==> config.mk <==
export PLATFORM = sky130hd
export DESIGN_NAME = pileup_line_depth_filter_top_flat
export DESIGN_NICKNAME = d
export VERILOG_FILES = /design/src/design/plf_pkg.sv /design/src/design/plf_if.sv /design/src/design/pileup_line_depth_filter_top.sv /design/src/flat_wrapper.sv
export SDC_FILE = /design/constraint.sdc
export NUM_CORES = 1
export LEC_CHECK = 0
export BUFFER_PORTS_ARGS = -buffer_cell sky130_fd_sc_hd__buf_2
export CAP_MARGIN = 30
export CORE_MARGIN = 2
export CORE_UTILIZATION = 62
export DETAILED_ROUTE_END_ITERATION = 10
export GPL_TIMING_DRIVEN = 1
export PLACE_DENSITY = 0.81
export SETUP_SLACK_MARGIN = 0.02
export SYNTH_ARGS = -nofsm -noshare
export SYNTH_HDL_FRONTEND = slang
export SYNTH_SLANG_ARGS = --single-unit
==> constraint.sdc <==
create_clock -name clk -period 7.8 [get_ports clk]
set_clock_uncertainty 0.15 [all_clocks]
set_input_delay 1.17 -clock clk [delete_from_list [all_inputs] [get_ports clk]]
set_output_delay 1.17 -clock clk [all_outputs]
set_load 0.01 [all_outputs]
==> src/design/plf_pkg.sv <==
package plf_pkg;

    // Field and register widths.
    localparam int DEPTH_WIDTH = 20;
    localparam int COUNT_WIDTH = 16;
    localparam int CFG_DATA_WIDTH = (DEPTH_WIDTH > COUNT_WIDTH) ? DEPTH_WIDTH : COUNT_WIDTH;
    localparam int CFG_INDEX_WIDTH = 1;

    // Configuration register indexes and reset values.
    localparam logic [CFG_INDEX_WIDTH-1:0] REG_MIN_DEPTH = CFG_INDEX_WIDTH'(0);
    localparam logic [CFG_INDEX_WIDTH-1:0] REG_MIN_ALT_DEPTH = CFG_INDEX_WIDTH'(1);
    localparam logic [DEPTH_WIDTH-1:0] MIN_DEPTH_RESET = DEPTH_WIDTH'(10);
    localparam logic [COUNT_WIDTH-1:0] MIN_ALT_DEPTH_RESET = COUNT_WIDTH'(2);

    // Column phase codes: three leading columns, then depth, reads, ignored.
    localparam logic [2:0] PHASE_FIRST = 3'd0;
    localparam logic [2:0] PHASE_DEPTH = 3'd3;
    localparam logic [2:0] PHASE_READS = 3'd4;
    localparam logic [2:0] PHASE_OTHER = 3'd5;

    // Number decode stages.
    localparam logic [1:0] NUM_BEFORE = 2'd0;
    localparam logic [1:0] NUM_DIGITS = 2'd1;
    localparam logic [1:0] NUM_DONE = 2'd2;

    // Character codes.
    localparam logic [7:0] CH_TAB = 8'd9;
    localparam logic [7:0] CH_LF = 8'd10;
    localparam logic [7:0] CH_VT = 8'd11;
    localparam logic [7:0] CH_FF = 8'd12;
    localparam logic [7:0] CH_CR = 8'd13;
    localparam logic [7:0] CH_SPACE = 8'd32;
    localparam logic [7:0] CH_PLUS = 8'h2B;
    localparam logic [7:0] CH_MINUS = 8'h2D;
    localparam logic [7:0] CH_0 = 8'h30;
    localparam logic [7:0] CH_9 = 8'h39;
    localparam logic [7:0] CH_CARET = 8'h5E;
    localparam logic [7:0] CH_UA = 8'h41;
    localparam logic [7:0] CH_UC = 8'h43;
    localparam logic [7:0] CH_UG = 8'h47;
    localparam logic [7:0] CH_UN = 8'h4E;
    localparam logic [7:0] CH_UT = 8'h54;
    localparam logic [7:0] CH_LA = 8'h61;
    localparam logic [7:0] CH_LC = 8'h63;
    localparam logic [7:0] CH_LG = 8'h67;
    localparam logic [7:0] CH_LN = 8'h6E;
    localparam logic [7:0] CH_LT = 8'h74;

    // True for a base letter in either case.
    function automatic logic is_base(input logic [7:0] c);
        return c inside {CH_UA, CH_UC, CH_UG, CH_UN, CH_UT,
                         CH_LA, CH_LC, CH_LG, CH_LN, CH_LT};
    endfunction

    // True for white space skipped ahead of a number.
    function automatic logic is_space(input logic [7:0] c);
        return c inside {CH_SPACE, CH_VT, CH_FF, CH_CR};
    endfunction

endpackage

==> src/design/plf_if.sv <==
interface plf_in_if;
    logic       valid;
    logic       ready;
    logic [7:0] ch;
    logic       last;

    modport source (output valid, output ch, output last, input ready);
    modport sink (input valid, input ch, input last, output ready);
endinterface

interface plf_out_if;
    logic valid;
    logic ready;
    logic keep;
    logic depth_ok;
    logic alt_ok;

    modport source (output valid, output keep, output depth_ok, output alt_ok, input ready);
    modport sink (input valid, input keep, input depth_ok, input alt_ok, output ready);
endinterface

interface plf_cfg_if;
    logic                                valid;
    logic                                ready;
    logic [plf_pkg::CFG_INDEX_WIDTH-1:0] index;
    logic [plf_pkg::CFG_DATA_WIDTH-1:0]  data;

    modport source (output valid, output index, output data, input ready);
    modport sink (input valid, input index, input data, output ready);
endinterface

==> src/design/pileup_line_depth_filter_top.sv <==
// Pileup line depth filter.
//
// The din channel carries one byte of pileup text per item (ch), with last
// marking the final byte of the stream. The dout channel carries one item per
// finished line: depth_ok says some depth column reached min_depth, alt_ok
// says some read column held at least min_alt_depth base letters, and keep is
// both together. A line finishes at a newline byte or at a byte with last set.
// The cfg channel writes min_depth (index 0) and min_alt_depth (index 1); it
// is always ready and should only be used while no line is in flight.
//
// Throughput is one byte per cycle. A byte is taken into an input register,
// then all parsing for it is done in narrow combinational logic (a shift-add
// times ten on the depth value and two threshold compares). The result of the
// closing byte is then registered in the output register, where it waits until the
// receiver accepts it. If the receiver stalls, the pending result is held;
// bytes that do not end a line keep flowing, and the byte that would end the
// next line waits in the input register until the output register frees up.
// Reset clears all parse state, empties both registers and loads the default
// thresholds of 10 and 2.
module pileup_line_depth_filter_top
(
    input logic        clk,
    input logic        rst_n,
    plf_in_if.sink     din,
    plf_out_if.source  dout,
    plf_cfg_if.sink    cfg
);

    localparam int DW = plf_pkg::DEPTH_WIDTH;
    localparam int CW = plf_pkg::COUNT_WIDTH;

    // Threshold registers.
    logic [DW-1:0] min_depth_reg;
    logic [CW-1:0] min_alt_depth_reg;

    // Input register.
    logic          s1_valid_reg, s1_valid_next;
    logic [7:0]    s1_ch_reg;
    logic          s1_last_reg;

    // Parse state.
    logic [2:0]    phase_reg, phase_next;
    logic [DW-1:0] depth_value_reg, depth_value_next;
    logic [1:0]    num_stage_reg, num_stage_next;
    logic          neg_reg, neg_next;
    logic          skip_reg, skip_next;
    logic [CW-1:0] count_reg, count_next;
    logic          nonempty_reg, nonempty_next;
    logic          depth_seen_reg, depth_seen_next;
    logic          alt_seen_reg, alt_seen_next;

    // Result register.
    logic          out_valid_reg, out_valid_next;
    logic          keep_reg, depth_ok_reg, alt_ok_reg;

    // Per-byte decode.
    logic          is_tab, is_lf, is_data, emit, advance, close_en;
    logic          is_digit;
    logic [DW+3:0] depth_wide;
    logic [DW-1:0] depth_upd;
    logic [1:0]    stage_upd;
    logic          neg_upd, skip_upd;
    logic [CW-1:0] count_upd;
    logic [DW-1:0] eval_depth;
    logic          eval_neg;
    logic [CW-1:0] eval_count;
    logic          depth_pass, alt_pass;
    logic          depth_seen_upd, alt_seen_upd;

    assign is_tab  = (s1_ch_reg == plf_pkg::CH_TAB);
    assign is_lf   = (s1_ch_reg == plf_pkg::CH_LF);
    assign is_data = !is_tab && !is_lf;
    assign emit    = is_lf || s1_last_reg;

    // A byte that ends a line needs the output register; other bytes never wait.
    assign advance   = s1_valid_reg && (!emit || !out_valid_reg || dout.ready);
    assign din.ready = !s1_valid_reg || advance;
    assign cfg.ready = 1'b1;

    assign is_digit = (s1_ch_reg >= plf_pkg::CH_0) && (s1_ch_reg <= plf_pkg::CH_9);

    // depth * 10 + digit, saturated to the field width.
    assign depth_wide = ({4'b0, depth_value_reg} << 3) + ({4'b0, depth_value_reg} << 1)
                      + (DW+4)'(s1_ch_reg[3:0]);

    // Field state after taking the current byte as data.
    always_comb
    begin
        depth_upd = depth_value_reg;
        stage_upd = num_stage_reg;
        neg_upd   = neg_reg;
        skip_upd  = skip_reg;
        count_upd = count_reg;
        if (phase_reg == plf_pkg::PHASE_DEPTH)
        begin
            if (num_stage_reg == plf_pkg::NUM_BEFORE && plf_pkg::is_space(s1_ch_reg))
            begin
                stage_upd = plf_pkg::NUM_BEFORE;
            end
            else if (num_stage_reg == plf_pkg::NUM_BEFORE &&
                     (s1_ch_reg == plf_pkg::CH_PLUS || s1_ch_reg == plf_pkg::CH_MINUS))
            begin
                neg_upd   = (s1_ch_reg == plf_pkg::CH_MINUS);
                stage_upd = plf_pkg::NUM_DIGITS;
            end
            else if (num_stage_reg != plf_pkg::NUM_DONE)
            begin
                if (is_digit)
                begin
                    stage_upd = plf_pkg::NUM_DIGITS;
                    depth_upd = (|depth_wide[DW+3:DW]) ? {DW{1'b1}} : depth_wide[DW-1:0];
                end
                else
                begin
                    stage_upd = plf_pkg::NUM_DONE;
                end
            end
        end
        else if (phase_reg == plf_pkg::PHASE_READS)
        begin
            if (skip_reg)
            begin
                skip_upd = 1'b0;
            end
            else if (s1_ch_reg == plf_pkg::CH_CARET)
            begin
                skip_upd = 1'b1;
            end
            else if (plf_pkg::is_base(s1_ch_reg) && !(&count_reg))
            begin
                count_upd = count_reg + CW'(1);
            end
        end
    end

    // Field evaluation: a tab, or a newline ending a nonempty field, closes it as
    // it stands; a final data byte closes it after that byte is taken in.
    assign eval_depth = is_data ? depth_upd : depth_value_reg;
    assign eval_neg   = is_data ? neg_upd : neg_reg;
    assign eval_count = is_data ? count_upd : count_reg;
    assign close_en   = is_tab || (is_lf && nonempty_reg) || (is_data && s1_last_reg);

    assign depth_pass = (phase_reg == plf_pkg::PHASE_DEPTH) &&
                        !(eval_neg && (eval_depth != '0)) && (eval_depth >= min_depth_reg);
    assign alt_pass   = (phase_reg == plf_pkg::PHASE_READS) && (eval_count >= min_alt_depth_reg);

    assign depth_seen_upd = depth_seen_reg || (close_en && depth_pass);
    assign alt_seen_upd   = alt_seen_reg || (close_en && alt_pass);

    always_comb
    begin
        s1_valid_next    = s1_valid_reg;
        phase_next       = phase_reg;
        depth_value_next = depth_value_reg;
        num_stage_next   = num_stage_reg;
        neg_next         = neg_reg;
        skip_next        = skip_reg;
        count_next       = count_reg;
        nonempty_next    = nonempty_reg;
        depth_seen_next  = depth_seen_reg;
        alt_seen_next    = alt_seen_reg;
        out_valid_next   = out_valid_reg;

        if (advance)
        begin
            s1_valid_next = 1'b0;
        end
        if (din.valid && din.ready)
        begin
            s1_valid_next = 1'b1;
        end

        if (out_valid_reg && dout.ready)
        begin
            out_valid_next = 1'b0;
        end

        if (advance)
        begin
            if (emit)
            begin
                out_valid_next   = 1'b1;
                phase_next       = plf_pkg::PHASE_FIRST;
                depth_seen_next  = 1'b0;
                alt_seen_next    = 1'b0;
                depth_value_next = '0;
                num_stage_next   = plf_pkg::NUM_BEFORE;
                neg_next         = 1'b0;
                skip_next        = 1'b0;
                count_next       = '0;
                nonempty_next    = 1'b0;
            end
            else if (is_tab)
            begin
                depth_seen_next  = depth_seen_upd;
                alt_seen_next    = alt_seen_upd;
                phase_next       = (phase_reg == plf_pkg::PHASE_OTHER) ?
                                   plf_pkg::PHASE_DEPTH : phase_reg + 3'd1;
                depth_value_next = '0;
                num_stage_next   = plf_pkg::NUM_BEFORE;
                neg_next         = 1'b0;
                skip_next        = 1'b0;
                count_next       = '0;
                nonempty_next    = 1'b0;
            end
            else
            begin
                depth_value_next = depth_upd;
                num_stage_next   = stage_upd;
                neg_next         = neg_upd;
                skip_next        = skip_upd;
                count_next       = count_upd;
                nonempty_next    = 1'b1;
            end
        end
    end

    always_ff @(posedge clk or negedge rst_n)
    begin
        if (!rst_n)
        begin
            min_depth_reg     <= plf_pkg::MIN_DEPTH_RESET;
            min_alt_depth_reg <= plf_pkg::MIN_ALT_DEPTH_RESET;
            s1_valid_reg      <= 1'b0;
            phase_reg         <= plf_pkg::PHASE_FIRST;
            depth_value_reg   <= '0;
            num_stage_reg     <= plf_pkg::NUM_BEFORE;
            neg_reg           <= 1'b0;
            skip_reg          <= 1'b0;
            count_reg         <= '0;
            nonempty_reg      <= 1'b0;
            depth_seen_reg    <= 1'b0;
            alt_seen_reg      <= 1'b0;
            out_valid_reg     <= 1'b0;
        end
        else
        begin
            if (cfg.valid && cfg.ready)
            begin
                case (cfg.index)
                    plf_pkg::REG_MIN_DEPTH:     min_depth_reg <= cfg.data[DW-1:0];
                    plf_pkg::REG_MIN_ALT_DEPTH: min_alt_depth_reg <= cfg.data[CW-1:0];
                    default:                    min_depth_reg <= min_depth_reg;
                endcase
            end
            s1_valid_reg    <= s1_valid_next;
            phase_reg       <= phase_next;
            depth_value_reg <= depth_value_next;
            num_stage_reg   <= num_stage_next;
            neg_reg         <= neg_next;
            skip_reg        <= skip_next;
            count_reg       <= count_next;
            nonempty_reg    <= nonempty_next;
            depth_seen_reg  <= depth_seen_next;
            alt_seen_reg    <= alt_seen_next;
            out_valid_reg   <= out_valid_next;
        end
    end

    // Payload registers.
    always_ff @(posedge clk)
    begin
        if (din.valid && din.ready)
        begin
            s1_ch_reg   <= din.ch;
            s1_last_reg <= din.last;
        end
        if (advance && emit)
        begin
            keep_reg     <= depth_seen_upd && alt_seen_upd;
            depth_ok_reg <= depth_seen_upd;
            alt_ok_reg   <= alt_seen_upd;
        end
    end

    assign dout.valid    = out_valid_reg;
    assign dout.keep     = keep_reg;
    assign dout.depth_ok = depth_ok_reg;
    assign dout.alt_ok   = alt_ok_reg;

    // A result only appears with both flags agreeing with keep.
    assert property (@(posedge clk) disable iff (!rst_n)
        dout.valid |-> (dout.keep == (dout.depth_ok && dout.alt_ok)))
        else $error("keep disagrees with depth_ok and alt_ok");

    // The column phase never passes the ignored column.
    assert property (@(posedge clk) disable iff (!rst_n)
        phase_reg <= plf_pkg::PHASE_OTHER)
        else $error("column phase out of range");

    // Ending a line leaves the line state cleared and a result pending.
    assert property (@(posedge clk) disable iff (!rst_n)
        (advance && emit) |=> (out_valid_reg && phase_reg == plf_pkg::PHASE_FIRST &&
                               !depth_seen_reg && !alt_seen_reg && !nonempty_reg))
        else $error("line state not cleared after a result");

    // A byte held in the input register stays put until it is processed.
    assert property (@(posedge clk) disable iff (!rst_n)
        (s1_valid_reg && !advance) |=> (s1_valid_reg && $stable(s1_ch_reg) &&
                                        $stable(s1_last_reg)))
        else $error("input register changed while stalled");

    // A stalled result is never overwritten by a new line end.
    assert property (@(posedge clk) disable iff (!rst_n)
        (out_valid_reg && !dout.ready) |-> !(advance && emit))
        else $error("pending result overwritten");

endmodule

==> src/flat_wrapper.sv <==
// flat-port wrapper written by rule: the top's interface ports become plain ports
module pileup_line_depth_filter_top_flat 
  (clk, rst_n, din_valid, din_ch, din_last, din_ready, dout_valid, dout_keep, dout_depth_ok, dout_alt_ok, dout_ready, cfg_valid, cfg_index, cfg_data, cfg_ready);
  plf_in_if din_i ();
  plf_out_if dout_i ();
  plf_cfg_if cfg_i ();
  input logic clk;
  input logic rst_n;
  input wire logic [$bits(din_i.valid)-1:0] din_valid;
  input wire logic [$bits(din_i.ch)-1:0] din_ch;
  input wire logic [$bits(din_i.last)-1:0] din_last;
  output wire logic [$bits(din_i.ready)-1:0] din_ready;
  output wire logic [$bits(dout_i.valid)-1:0] dout_valid;
  output wire logic [$bits(dout_i.keep)-1:0] dout_keep;
  output wire logic [$bits(dout_i.depth_ok)-1:0] dout_depth_ok;
  output wire logic [$bits(dout_i.alt_ok)-1:0] dout_alt_ok;
  input wire logic [$bits(dout_i.ready)-1:0] dout_ready;
  input wire logic [$bits(cfg_i.valid)-1:0] cfg_valid;
  input wire logic [$bits(cfg_i.index)-1:0] cfg_index;
  input wire logic [$bits(cfg_i.data)-1:0] cfg_data;
  output wire logic [$bits(cfg_i.ready)-1:0] cfg_ready;
  assign din_i.valid = din_valid;
  assign din_i.ch = din_ch;
  assign din_i.last = din_last;
  assign din_ready = din_i.ready;
  assign dout_valid = dout_i.valid;
  assign dout_keep = dout_i.keep;
  assign dout_depth_ok = dout_i.depth_ok;
  assign dout_alt_ok = dout_i.alt_ok;
  assign dout_i.ready = dout_ready;
  assign cfg_i.valid = cfg_valid;
  assign cfg_i.index = cfg_index;
  assign cfg_i.data = cfg_data;
  assign cfg_ready = cfg_i.ready;
  pileup_line_depth_filter_top u_core (.clk(clk), .rst_n(rst_n), .din(din_i), .dout(dout_i), .cfg(cfg_i));
endmodule
==> results.py <==
metrics = {
    "cells_and_area": {
        "fill_cells": 903,
        "fin_nets": 925,
        "drive_gt1_share_pct": 14.02,
        "areaGrowthSynthToFinish_pct": 8.526,
        "diodes_inserted": 0,
        "final_cell_area_mm2": 0.007851,
        "finish.utilization_pct": 68.76,
    },
    "hold_path": {
        "holdCritStartpoint": "u_core.nonempty_reg$_DFFE_PN0P_",
        "holdCritPathClass": "reg2reg",
        "min_to": "u_core.nonempty_reg$_DFFE_PN0P_",
        "hold_depth": 2,
    },
    "cts": {
        "clk_path_buf_depth": 2,
        "cts_made_buffers": 9,
        "worst_setup_hold_path_clk_slew_ns": 0.07,
        "cts_hold_repair.buffers": 0,
        "clock_tree.root_cell": "sky130_fd_sc_hd__clkbuf_16",
        "h_tree_levels": 3,
        "ctsResizeCount": 0,
        "cts_tree": "done",
        "clk_sink_count": 96,
        "postCtsSetupBuffers": 0,
        "clkLatencyLatePin_ns": 0.36,
    },
    "global_route": {
        "first_pass_grt_wire_length_um": 30590,
        "global_route.overflow_total": 0,
        "number_of_antenna_violations_at_the_first_check_in_global_routing": 0,
        "grt_pass1_vias": 6030,
        "maximum_number_of_pins_on_one_net_before_global_route_repair": 71,
        "grt_use_total_pct": 30.59,
    },
    "die": {
        "initial_utilization_pct": 63.36,
        "total_die_area_mm2": 0.01255,
        "core_area_mm2": 0.01142,
        "pin_count": 41,
        "placementRows": 39,
        "die_x_um": 112.0,
        "die_height_um": 112.0,
    },
    "critical_path": {
        "worst_path_largest_cell_delay_ns": 0.84,
        "crit_slowest_cell": "sky130_fd_sc_hd__and2_1",
        "worstSetupPathType": "reg2reg",
        "worst_endpoint_required_time_ns": 7.87,
        "path_delay_family": "compound AO/OA/AOI/OAI gates",
        "arrival_time_reported_for_the_critical_path_endpoint_ns": 6.70,
        "worstPathCellList": "inv_1 -> fa_1 -> inv_1 -> fa_1 -> a21o_1 -> a221o_2 -> a31oi_1 -> a21oi_2 -> mux2i_1 -> a211oi_2 -> and2_1 -> a31oi_1 -> ha_1 -> nand4_1 -> nor2_1 -> a221o_1 -> a41o_1 -> o211ai_1 -> a211oi_1 -> nand4_1 -> o41ai_2 -> and2_1",
        "r2r-end": "u_core.dout.keep$_DFFE_PP_",
        "r2r-start": "u_core.depth_value_reg[2]$_DFFE_PN0P_",
        "critical_path_buf_inv_count": 2,
        "r2r.worst_path.cells": 22,
        "setup.reg_to_reg.worst_slack_ns": 1.17,
        "worstSetupStartpointType": "register",
        "critPathMaxFanout": 16,
        "endpoint_kind": "register",
    },
    "detailed_routing": {
        "initialDrtViolationCount": 596,
        "dr.max_layer_used": "met4",
        "wire_per_inst_um": 19.63,
        "wirelength_met1_um": 8281,
        "drt_wl_total_um": 18760,
        "final_antenna_net_count": 0,
        "detail_route.first_pass.iterations": 5,
        "vias": 6205,
        "route.met2.wl_um": 8733,
        "routed-wl-met3_um": 1260,
        "vias_per_cell": 6.491,
        "post-route-drc-count": 0,
    },
    "synthesis": {
        "synth_seq_cells": 96,
        "synth_cell_types": 82,
        "synth_warnings": 0,
        "syn_avg_cell_area_um2": 9.169,
        "post_synth_instance_area_mm2": 0.007234,
        "synth-async-reset-ratio_pct": 87.50,
        "synth_nets": 906,
        "synth_edf_count": 12,
        "seq_area_frac_synth_pct": 34.09,
        "yosysTopAreaCell": "sky130_fd_sc_hd__dfrtp_1",
        "ys_top_cells_by_area": "sky130_fd_sc_hd__dfrtp_1 (28%), sky130_fd_sc_hd__ha_1 (14%), sky130_fd_sc_hd__edfxtp_1 (5.0%), sky130_fd_sc_hd__o21ai_0 (3.9%), sky130_fd_sc_hd__nand2_1 (3.6%)",
        "postSynthCellCount": 789,
        "postSynth.topFlopCell": "sky130_fd_sc_hd__dfrtp_1",
        "top_cell_type_s_share_of_synthesized_area_pct": 28.02,
    },
    "placement": {
        "dpl_cell_area_mm2": 0.007530,
        "io_buffer_count": 39,
        "placer_congestion": 0.9268,
        "dpl.hpwl_um": 14060,
    },
    "sta": {
        "rsz0062_at_grt": "no",
        "fmaxAchievable_ghz": 0.1508,
        "fin_setup_tns_ns": 0,
        "slew-limit-headroom_pct": 33.98,
        "worst_slew_pin_slew_ns": 0.9903,
        "setup_viol_count_final": 0,
        "fin_crit_sh_pct": 84.99,
        "final_period_minus_worst_setup_slack_ns": 6.629,
        "worst_hold_slack_ns": 0.3533,
        "timing_hold_violations_final": 0,
        "final_max_slew_viol_count": 0,
    },
    "pwr": {
        "power_per_cell_area_mw_per_mm2": 156.3,
        "peakVddDrop_mv": 0.1956,
        "fin_total_pwr_mw": 1.227,
        "p_leak_nw": 3.825,
    },
    "flow_run": {
        "cap_violations": 0,
    },
    "run_status": {
        "status": "finished, final reports clean",
    },
}
-- cells in the final DEF, fill, tap and decap left out, types with 4 or more instances in the layout --
cell and count:
sky130_fd_sc_hd__a21oi_1 35, sky130_fd_sc_hd__a31oi_4 6, sky130_fd_sc_hd__xor2_1 14, sky130_fd_sc_hd__o21bai_1 4, sky130_fd_sc_hd__mux2i_1 4, sky130_fd_sc_hd__a211o_1 5, sky130_fd_sc_hd__inv_1 48, sky130_fd_sc_hd__nor2_1 64
sky130_fd_sc_hd__and2_1 11, sky130_fd_sc_hd__nor2b_1 7, sky130_fd_sc_hd__o31ai_1 7, sky130_fd_sc_hd__edfxtp_1 12, sky130_fd_sc_hd__clkbuf_16 9, sky130_fd_sc_hd__a21o_1 22, sky130_fd_sc_hd__buf_4 8, sky130_fd_sc_hd__o211ai_1 4
sky130_fd_sc_hd__buf_2 38, sky130_fd_sc_hd__nand2b_1 9, sky130_fd_sc_hd__mux2_2 19, sky130_fd_sc_hd__nand3_1 18, sky130_fd_sc_hd__dfrtp_1 81, sky130_fd_sc_hd__ha_1 80, sky130_fd_sc_hd__a22o_1 27, sky130_fd_sc_hd__o21ai_0 57
sky130_fd_sc_hd__nand4_1 10, sky130_fd_sc_hd__and3_1 9, sky130_fd_sc_hd__xnor2_1 15, sky130_fd_sc_hd__a21oi_2 6, sky130_fd_sc_hd__nor3_1 10, sky130_fd_sc_hd__a31oi_1 20, sky130_fd_sc_hd__a211oi_1 6, sky130_fd_sc_hd__or3_1 5
sky130_fd_sc_hd__nand2_1 70
-- worst max-delay path by stage --
| stage | from | depth (start not counted) | end | slack, ns |
|---|---|---|---|---|
| finish | u_core.depth_value_reg[2]$_DFFE_PN0P_ | 22 | u_core.dout.keep$_DFFE_PP_ | 1.17 |
| global route | u_core.s1_ch_reg[3]$_DFFE_PP_ | 22 | u_core.dout.keep$_DFFE_PP_ | 0.92 |
| CTS | u_core.depth_value_reg[2]$_DFFE_PN0P_ | 22 | u_core.dout.keep$_DFFE_PP_ | 1.24 |
| detailed placement | u_core.depth_value_reg[2]$_DFFE_PN0P_ | 22 | u_core.dout.keep$_DFFE_PP_ | 1.31 |
| global placement | u_core.s1_ch_reg[3]$_DFFE_PP_ | 22 | u_core.dout.keep$_DFFE_PP_ | 1.53 |
| floorplan | u_core.depth_value_reg[0]$_DFFE_PN0P_ | 24 | u_core.dout.keep$_DFFE_PP_ | 2.32 |
-- power breakdown --
| part | leakage [nW] | total, mW | switching (mW) | internal, mW |
|---|---|---|---|---|
| Combinational | 2.47 | 0.171 | 0.104 | 0.0668 |
| Sequential | 1.21 | 0.569 | 0.0244 | 0.544 |
| Clock | 0.150 | 0.487 | 0.204 | 0.284 |
| Total | 3.82 | 1.23 | 0.332 | 0.895 |
-- layer usage --
metal  global-route usage, %  vias up
li1                        -     2924
met5                       0        -
met2                   48.73      246
met1                   42.13     3001
met4                   11.87        0
met3                   5.292       34
-- through the flow --
stage,setup slack (ns),instances
after floorplan,2.319,789
after global placement,1.535,939
after CTS,1.241,956
after global routing,0.9175,956
after detailed placement,1.313,940
final,1.171,956
-- Yosys cell counts, types with 5 or more instances --
master / n
sky130_fd_sc_hd__buf_2: 13
sky130_fd_sc_hd__or3_1: 5
sky130_fd_sc_hd__a21o_1: 22
sky130_fd_sc_hd__a21oi_1: 35
sky130_fd_sc_hd__xor2_1: 14
sky130_fd_sc_hd__nand2b_1: 9
sky130_fd_sc_hd__a22o_1: 27
sky130_fd_sc_hd__a31oi_4: 6
sky130_fd_sc_hd__a211o_1: 5
sky130_fd_sc_hd__ha_1: 80
sky130_fd_sc_hd__nand3_1: 18
sky130_fd_sc_hd__and3_1: 9
sky130_fd_sc_hd__edfxtp_1: 12
sky130_fd_sc_hd__clkbuf_1: 21
sky130_fd_sc_hd__nand4_1: 10
sky130_fd_sc_hd__o31ai_1: 7
sky130_fd_sc_hd__inv_1: 48
sky130_fd_sc_hd__mux2_2: 19
sky130_fd_sc_hd__nand2_1: 70
sky130_fd_sc_hd__xnor2_1: 15
sky130_fd_sc_hd__a211oi_1: 6
sky130_fd_sc_hd__nor2b_1: 8
sky130_fd_sc_hd__a21oi_2: 6
sky130_fd_sc_hd__and2_1: 11
sky130_fd_sc_hd__nor2_1: 64
sky130_fd_sc_hd__o21ai_0: 57
sky130_fd_sc_hd__nor3_1: 10
sky130_fd_sc_hd__dfrtp_1: 81
sky130_fd_sc_hd__a31oi_1: 20
-- tightest hold or removal path: cells and delay by family, from the launching register on --
family	cells	cell delay, ns
DFF	1	0.36
and+or+nand+nor	2	0.12
-- cell type report --
| cell class | instances | area, um2 | share of cell area, % |
|---|---|---|---|
| inverter | 48 | 180.2 | 2.295 |
| clock inverter | 6 | 92.59 | 1.179 |
| timing repair buffer | 47 | 277.8 | 3.538 |
| multi-input combinational | 606 | 4427 | 56.38 |
| sequential | 96 | 2466 | 31.41 |
| clock buffer | 10 | 229.0 | 2.916 |
| tap | 143 | 178.9 | 2.279 |
-- cells by family (layout without fill, tap and decap cells) --
kind of cell,count (synthesis),in the layout,synth area share [%]
flops,96,96,34.09
compound gates,238,238,23.88
fa+ha+maj,82,82,14.39
simple gates,233,233,15.55
buf+inv,87,111,5.015
xor+xnor,29,29,3.511
other cells,1,1,0.05184
mux,23,23,3.511
(Power assumes the default switching activity.)
